**src/sv/ccfd_pkg.sv**
```systemverilog
// ----------------------------------------------------------------------------
// ccfd_pkg
// Shared types and constants for the framed ChaCha20 receive decryptor.
// ----------------------------------------------------------------------------
package ccfd_pkg;

  typedef enum logic [1:0] {
    PH_MAGIC  = 2'd0,
    PH_LEN    = 2'd1,
    PH_NONCE  = 2'd2,
    PH_CIPHER = 2'd3
  } phase_e;

  typedef enum logic [1:0] {
    CR_IDLE  = 2'd0,
    CR_ROUND = 2'd1,
    CR_FINAL = 2'd2
  } core_state_e;

  localparam logic [2:0] REG_MAGIC = 3'd0;
  localparam logic [2:0] REG_MAXLEN = 3'd1;
  localparam logic [2:0] REG_KEY0 = 3'd2;
  localparam logic [2:0] REG_KEY1 = 3'd3;
  localparam logic [2:0] REG_KEY2 = 3'd4;
  localparam logic [2:0] REG_KEY3 = 3'd5;

  localparam logic [31:0] SIGMA0 = 32'h61707865;
  localparam logic [31:0] SIGMA1 = 32'h3320646e;
  localparam logic [31:0] SIGMA2 = 32'h79622d32;
  localparam logic [31:0] SIGMA3 = 32'h6b206574;

  // quarter-round index sets: four column then four diagonal
  function automatic logic [15:0] qr_idx(input logic [2:0] q);
    logic [15:0] r;
    case (q)
      3'd0: r = {4'd12, 4'd8, 4'd4, 4'd0};
      3'd1: r = {4'd13, 4'd9, 4'd5, 4'd1};
      3'd2: r = {4'd14, 4'd10, 4'd6, 4'd2};
      3'd3: r = {4'd15, 4'd11, 4'd7, 4'd3};
      3'd4: r = {4'd15, 4'd10, 4'd5, 4'd0};
      3'd5: r = {4'd12, 4'd11, 4'd6, 4'd1};
      3'd6: r = {4'd13, 4'd8, 4'd7, 4'd2};
      default: r = {4'd14, 4'd9, 4'd4, 4'd3};
    endcase
    return r;
  endfunction

endpackage

```
**src/sv/ccfd_core.sv**
```systemverilog
// ----------------------------------------------------------------------------
// ccfd_core
// ChaCha20 block function: one quarter-round unit reused 80 times,
// then a feed-forward add over 16 words, one word per cycle.
// ----------------------------------------------------------------------------
module ccfd_core
  import ccfd_pkg::*;
(
  input  logic         clk_i,
  input  logic         rst_ni,
  input  logic         start_i,
  input  logic [255:0] key_i,
  input  logic [95:0]  nonce_i,
  input  logic [31:0]  counter_i,
  output logic         done_o,
  input  logic [3:0]   rd_word_i,
  output logic [31:0]  rd_data_o
);

  core_state_e      state_q, state_d;
  logic [31:0]      x_q [16];
  logic [31:0]      in_q [16];
  logic [6:0]       step_q, step_d;
  logic [31:0]      ks_q [16];
  logic [31:0]      rd_q;

  logic [15:0] idx;
  logic [3:0]  ia, ib, ic, id;
  logic [31:0] a0, b0, c0, d0, a1, b1, c1, d1, a2, b2, c2, d2;

  // shared quarter round
  always_comb begin
    idx = qr_idx(step_q[2:0]);
    ia = idx[3:0];
    ib = idx[7:4];
    ic = idx[11:8];
    id = idx[15:12];
    a1 = x_q[ia] + x_q[ib];
    d0 = x_q[id] ^ a1;
    d1 = {d0[15:0], d0[31:16]};
    c1 = x_q[ic] + d1;
    b0 = x_q[ib] ^ c1;
    b1 = {b0[19:0], b0[31:20]};
    a2 = a1 + b1;
    a0 = d1 ^ a2;
    d2 = {a0[23:0], a0[31:24]};
    c2 = c1 + d2;
    c0 = b1 ^ c2;
    b2 = {c0[24:0], c0[31:25]};
  end

  // sequencer
  always_comb begin
    state_d = state_q;
    step_d  = step_q;
    done_o  = 1'b0;
    unique case (state_q)
      CR_IDLE: begin
        step_d = '0;
        if (start_i) state_d = CR_ROUND;
      end
      CR_ROUND: begin
        step_d = step_q + 7'd1;
        if (step_q == 7'd79) begin
          step_d  = '0;
          state_d = CR_FINAL;
        end
      end
      CR_FINAL: begin
        step_d = step_q + 7'd1;
        if (step_q == 7'd15) begin
          state_d = CR_IDLE;
          done_o  = 1'b1;
        end
      end
      default: state_d = CR_IDLE;
    endcase
  end

  always_ff @(posedge clk_i or negedge rst_ni) begin
    if (!rst_ni) begin
      state_q <= CR_IDLE;
      step_q  <= '0;
    end else begin
      state_q <= state_d;
      step_q  <= step_d;
    end
  end

  // working state, input copy and keystream words
  always_ff @(posedge clk_i) begin
    if (state_q == CR_IDLE && start_i) begin
      in_q[0] <= SIGMA0; in_q[1] <= SIGMA1; in_q[2] <= SIGMA2; in_q[3] <= SIGMA3;
      x_q[0]  <= SIGMA0; x_q[1]  <= SIGMA1; x_q[2]  <= SIGMA2; x_q[3]  <= SIGMA3;
      for (int i = 0; i < 8; i++) begin
        in_q[4+i] <= key_i[32*i +: 32];
        x_q[4+i]  <= key_i[32*i +: 32];
      end
      in_q[12] <= counter_i;
      x_q[12]  <= counter_i;
      for (int i = 0; i < 3; i++) begin
        in_q[13+i] <= nonce_i[32*i +: 32];
        x_q[13+i]  <= nonce_i[32*i +: 32];
      end
    end else if (state_q == CR_ROUND) begin
      x_q[ia] <= a2;
      x_q[ib] <= b2;
      x_q[ic] <= c2;
      x_q[id] <= d2;
    end else if (state_q == CR_FINAL) begin
      ks_q[step_q[3:0]] <= x_q[step_q[3:0]] + in_q[step_q[3:0]];
    end
    rd_q <= ks_q[rd_word_i];
  end

  assign rd_data_o = rd_q;

endmodule

```
**src/sv/chacha20_frame_deframe_decrypt.sv**
```systemverilog
// ----------------------------------------------------------------------------
// chacha20_frame_deframe_decrypt
// Receive deframer with ChaCha20 (IETF) decryption of the payload.
// ----------------------------------------------------------------------------
//  channel  direction  content
//  s_axis   in         tdata[7:0] rx_byte
//  m_axis   out        tdata[23:0] {frame_length, plain_byte}, tlast last_byte
//  cfg      in         we/index/data register writes
// A ciphertext byte passes the input, keystream read and output states, plus a
// generate state before the read when a new 64-byte block is due: 80 quarter
// rounds on the single quarter-round unit and 16 feed-forward adds.
// Reset clears all control state; no clearing pass. Output stall holds the
// result register and blocks the next transaction.
module chacha20_frame_deframe_decrypt
  import ccfd_pkg::*;
(
  input  logic        clk_i,
  input  logic        rst_ni,
  input  logic        s_axis_tvalid,
  output logic        s_axis_tready,
  input  logic [7:0]  s_axis_tdata,   // rx_byte
  output logic        m_axis_tvalid,
  input  logic        m_axis_tready,
  output logic [23:0] m_axis_tdata,   // plain_byte, frame_length
  output logic        m_axis_tlast,   // last_byte
  input  logic        cfg_we_i,
  input  logic [2:0]  cfg_index_i,
  input  logic [63:0] cfg_data_i
);

  typedef enum logic [1:0] {ST_IN, ST_GEN, ST_READ, ST_OUT} seq_e;

  seq_e         seq_q;
  phase_e       phase_q;
  logic [7:0]   magic_q, len_low_q, byte_q;
  logic [15:0]  max_len_q, pay_len_q, idx_q;
  logic [255:0] key_q;
  logic         len_cnt_q;
  logic [95:0]  nonce_q;
  logic [3:0]   ncnt_q;
  logic [31:0]  blk_q;
  logic         ov_q;
  logic [7:0]   ob_q;
  logic         ol_q;
  logic         start;
  logic         done;
  logic [31:0]  ks_word;
  logic [15:0]  len_full;
  logic         last;

  ccfd_core u_core (
    .clk_i, .rst_ni, .start_i(start), .key_i(key_q), .nonce_i(nonce_q),
    .counter_i(blk_q), .done_o(done), .rd_word_i(idx_q[5:2]), .rd_data_o(ks_word)
  );

  assign s_axis_tready = (seq_q == ST_IN) && !ov_q;
  assign start    = (seq_q == ST_GEN);
  assign len_full = {s_axis_tdata, len_low_q};
  assign last     = ({16'd0, idx_q} + 32'd1) >= {16'd0, pay_len_q};
  assign m_axis_tvalid = ov_q;
  assign m_axis_tdata  = {pay_len_q, ob_q};
  assign m_axis_tlast  = ol_q;

  // configuration
  always_ff @(posedge clk_i or negedge rst_ni) begin
    if (!rst_ni) begin
      magic_q   <= '0;
      max_len_q <= 16'd280;
      key_q     <= '0;
    end else if (cfg_we_i) begin
      unique case (cfg_index_i)
        REG_MAGIC:  magic_q <= cfg_data_i[7:0];
        REG_MAXLEN: max_len_q <= cfg_data_i[15:0];
        REG_KEY0:   key_q[63:0] <= cfg_data_i;
        REG_KEY1:   key_q[127:64] <= cfg_data_i;
        REG_KEY2:   key_q[191:128] <= cfg_data_i;
        REG_KEY3:   key_q[255:192] <= cfg_data_i;
        default: ;
      endcase
    end
  end

  // nonce bytes, received byte and length low byte
  always_ff @(posedge clk_i) begin
    if (s_axis_tvalid && s_axis_tready && phase_q == PH_NONCE)
      nonce_q[8*ncnt_q +: 8] <= s_axis_tdata;
    if (s_axis_tvalid && s_axis_tready) byte_q <= s_axis_tdata;
    if (s_axis_tvalid && s_axis_tready && phase_q == PH_LEN && !len_cnt_q)
      len_low_q <= s_axis_tdata;
  end

  // framing and sequencing
  always_ff @(posedge clk_i or negedge rst_ni) begin
    if (!rst_ni) begin
      seq_q     <= ST_IN;
      phase_q   <= PH_MAGIC;
      len_cnt_q <= 1'b0;
      pay_len_q <= '0;
      ncnt_q    <= '0;
      idx_q     <= '0;
      blk_q     <= '0;
      ov_q      <= 1'b0;
      ob_q      <= '0;
      ol_q      <= 1'b0;
    end else begin
      if (ov_q && m_axis_tready) ov_q <= 1'b0;
      unique case (seq_q)
        ST_IN: begin
          if (s_axis_tvalid && s_axis_tready) begin
            unique case (phase_q)
              PH_MAGIC: if (s_axis_tdata == magic_q) begin
                len_cnt_q <= 1'b0;
                phase_q   <= PH_LEN;
              end
              PH_LEN: begin
                if (!len_cnt_q) len_cnt_q <= 1'b1;
                else begin
                  len_cnt_q <= 1'b0;
                  pay_len_q <= len_full;
                  if (len_full == 16'd0 || len_full > max_len_q) phase_q <= PH_MAGIC;
                  else begin
                    ncnt_q  <= '0;
                    phase_q <= PH_NONCE;
                  end
                end
              end
              PH_NONCE: begin
                if (ncnt_q == 4'd11) begin
                  ncnt_q  <= '0;
                  idx_q   <= '0;
                  blk_q   <= '0;
                  phase_q <= PH_CIPHER;
                end else ncnt_q <= ncnt_q + 4'd1;
              end
              PH_CIPHER: seq_q <= (idx_q[5:0] == 6'd0) ? ST_GEN : ST_READ;
              default: ;
            endcase
          end
        end
        ST_GEN: if (done) begin
          blk_q <= blk_q + 32'd1;
          seq_q <= ST_READ;
        end
        ST_READ: seq_q <= ST_OUT;
        ST_OUT: begin
          ob_q <= byte_q ^ ks_word[8*idx_q[1:0] +: 8];
          ol_q <= last;
          ov_q <= 1'b1;
          if (last) begin
            idx_q   <= '0;
            phase_q <= PH_MAGIC;
          end else idx_q <= idx_q + 16'd1;
          seq_q <= ST_IN;
        end
        default: seq_q <= ST_IN;
      endcase
    end
  end

endmodule
```
**config.mk**
```make
export PLATFORM = sky130hd
export DESIGN_NAME = chacha20_frame_deframe_decrypt
export DESIGN_NICKNAME = d
export VERILOG_FILES = /design/src/sv/ccfd_pkg.sv /design/src/sv/ccfd_core.sv /design/src/sv/chacha20_frame_deframe_decrypt.sv
export SDC_FILE = /design/constraint.sdc
export NUM_CORES = 2
export LEC_CHECK = 0
export BUFFER_PORTS_ARGS = -buffer_cell sky130_fd_sc_hd__buf_2
export CAP_MARGIN = 20
export CORE_MARGIN = 2
export CORE_UTILIZATION = 52
export CTS_CLUSTER_SIZE = 40
export DETAILED_ROUTE_END_ITERATION = 16
export PLACE_DENSITY = 0.67
export SKIP_CTS_REPAIR_TIMING = 1
export SYNTH_ARGS = -nofsm -noshare
export SYNTH_HDL_FRONTEND = slang
export SYNTH_SLANG_ARGS = --single-unit
```
**constraint.sdc**
```tcl
create_clock -name clk_i -period 39.8 [get_ports clk_i]
set_input_delay 9.95 -clock clk_i [delete_from_list [all_inputs] [get_ports clk_i]]
set_output_delay 9.95 -clock clk_i [all_outputs]
set_load 0.1 [all_outputs]
```
==> results_dict.tcl <==
set metrics [dict create \
    outcome "finished, final reports clean" \
    finalMaxSlewViolations 0 \
    hold_start "nonce_q[81]" \
    slowest_stage "xor2_1" \
    ys_top_cells_by_area "edfxtp_1 (50%), mux4_2 (12%), dfrtp_1 (10%)" \
    core_um2 173600 \
    slew_headroom_pct 14.68 \
    synth_edf_count 1520 \
    drive_gt1_share_pct 22.89 \
    ios 107 \
    avgSynthCellArea_um2 14.57 \
    timing.rr.start "u_core.step_q[2]" \
    drt_iter0_drc 8685 \
    synth_fp_nets 6525 \
    drtPass1Iterations 6 \
    nNetsFinal 6681 \
    clock.fmax_mhz 51.06 \
    seq_area_frac_synth_pct 61.28 \
    path_class "flop to flop" \
    synth_top_area_cell "edfxtp_1" \
    r2r_cells 57 \
    synth_cell_types 111 \
    critical_path_buf_inv_count 4 \
    rows 153 \
    vias_per_cell 6.581 \
    grt_max_degree 117 \
    wl_per_cell_um 34.54 \
    crit_arrival_ns 20.13 \
    clkLatencyLatePin_ns 0.86 \
    drc 0 \
    period_needed_ns 19.58 \
    area.growth.synth_to_final_pct 11.48 \
    finalInstanceArea_um2 101100 \
    crit_start "u_core.step_q[2]" \
    synth-warning-count 0 \
    grt_remaining_overflow 0 \
    ys_seq_elements 1924 \
    ctsHtreeMaxLevel 4 \
    placement.io_buffers 106 \
    tritoncts "done" \
    finalHoldViolCount 0 \
    cap_violations 0 \
    holdPathStages 0 \
    critical_path.top_delay_family "compound AO/OA/AOI/OAI gates" \
    tns_ns 0 \
    end_kind "flop" \
    dpl_cell_area_um2 94630 \
    synth_top_cell_area_share_pct 50.31 \
    grt_pass1_wl_um 430600 \
    max_slew.worst_pin.slew_ns 1.275 \
    clk_pin_slew_ns 0.07 \
    die_w_um 421.7 \
    crit_path_max_incr_delay_ns 0.77 \
    r2r_slack_ns 20.22 \
    grtUsageTotal_pct 34.43 \
    die_y_um 421.7 \
    syn-cell-area_um2 90730 \
    async_reset_ff_share_pct 19.33 \
    skew_ns 0.04892 \
    worstSetupStartpointType "flop" \
    cts_root_buffer "clkbuf_16" \
    setup_viol 0 \
    postSynthCellCount 6228 \
    synthTopCellsByCount "edfxtp_1 (1520), nand2_1 (623), o21ai_0 (470)" \
    crit_path_max_fanout 51 \
    cp_common_cell "a21oi_1" \
    die_area_um2 177800 \
    antenna_found_initial 24 \
    vias 58470 \
    start_util_pct 52.25 \
    period_share_pct 49.21 \
    rsz0062_at_grt "false" \
    synth_most_common_cell "edfxtp_1" \
    clock-sinks 1924 \
    hpwl_um 218500 \
    wirelength_um 306800 \
    hold_slack_ns 0.4382 \
    grt_pass1_vias 56250 \
    ant_nets 0 \
    numCtsBuffers 191 \
    gp_congestion 1.047 \
    cp.required_ns 40.34 \
    holdCritPathClass "flop to flop" \
    synthFlopType "edfxtp_1" \
    r2r_end "u_core.x_q[7][3]" \
    min_to "u_core.in_q[15][17]" \
    clock_path_buffers 3 \
]
## cell usage in the layout, fill, tap and decap left out, types with 16 or more instances in the layout
master,n
nor2_1,335
dfrtp_1,361
mux4_2,469
and3_1,28
inv_1,145
a31oi_1,30
nand2_1,608
o21ai_1,20
and2_1,61
nand2b_1,36
clkbuf_8,21
a22o_1,22
nand3_1,48
a21o_1,78
clkbuf_1,56
nand4_1,26
clkinv_2,38
a211oi_1,37
buf_2,106
xnor2_1,180
clkbuf_16,195
mux2_2,331
xor2_1,140
mux2i_1,46
o22ai_1,30
nor2b_1,44
dfxtp_1,32
edfxtp_1,1520
nor3_1,65
a221oi_1,16
bufinv_16,19
a22oi_1,30
o21ai_0,470
o21a_1,33
buf_4,166
o21bai_1,26
ha_1,211
a21oi_1,153
## final cells by class
type / instances / area [µm²]
diodes: 7 / 17.52
clock buffers: 272 / 5379
clock inverters: 90 / 1046
fillers: 13450 / 72490
inverters: 147 / 559.3
multi-input cells: 3843 / 33760
flip-flops and latches: 1924 / 55620
well taps: 2325 / 2909
repair buffers: 277 / 1842
## stage by stage
| step | utilization (%) | worst slack [ns] | instances |
|---|---|---|---|
| 2_1_floorplan | - | 24.49 | 6228 |
| 6_report | 58.25 | 20.22 | 8885 |
| 3_5_place_dp | 54.50 | 20.97 | 8507 |
| 3_3_place_gp | 54.48 | 21.17 | 8502 |
| 4_1_cts | 58.20 | 20.89 | 8869 |
| 5_1_grt | 58.24 | 19.68 | 8880 |
## state kept, by name, summed over array words and instances, names as in the netlist, 2 cells and up
signal / cells
ob_q: 8
ncnt_q: 4
idx_q: 16
nonce_q: 96
u_core.ks_q: 512
phase_q: 2
key_q: 256
magic_q: 8
seq_q: 2
len_low_q: 8
u_core.state_q: 2
max_len_q: 16
u_core.x_q: 512
u_core.rd_data_o: 32
u_core.in_q: 384
u_core.step_q: 7
pay_len_q: 16
blk_q: 32
byte_q: 8
## worst max path at each step
| stage | slack [ns] | cells past startpoint | endpoint |
|---|---|---|---|
| floorplan | 24.49 | 64 | u_core.x_q[4][6] |
| global placement | 21.17 | 59 | u_core.x_q[7][3] |
| detailed placement | 20.97 | 59 | u_core.x_q[7][3] |
| CTS | 20.89 | 59 | u_core.x_q[7][3] |
| global route | 19.68 | 59 | u_core.x_q[7][3] |
| finish | 20.22 | 57 | u_core.x_q[7][3] |
## cell families (layout without fill, tap and decap cells)
| logic type | after synthesis | in the layout | synth area share [%] |
|---|---|---|---|
| simple gates | 1373 | 1373 | 6.694 |
| fa+ha+maj | 217 | 217 | 3.034 |
| buf+inv | 461 | 786 | 1.928 |
| other cells | 0 | 7 | 0 |
| compound gates | 1066 | 1066 | 7.324 |
| flops | 1924 | 1924 | 61.28 |
| xor+xnor | 332 | 332 | 3.351 |
| mux | 855 | 855 | 16.39 |
## layer usage
layer	wire (µm)	track usage [%]	vias to the layer above
li1	-	-	24190
met1	120500	48.39	30110
met2	133000	49.57	3514
met3	33650	8.425	652
met4	19710	18.87	8
met5	52	0	-
Power is not shown: default switching activity piles up to over one toggle a cycle in this logic, so the estimate is an artifact.
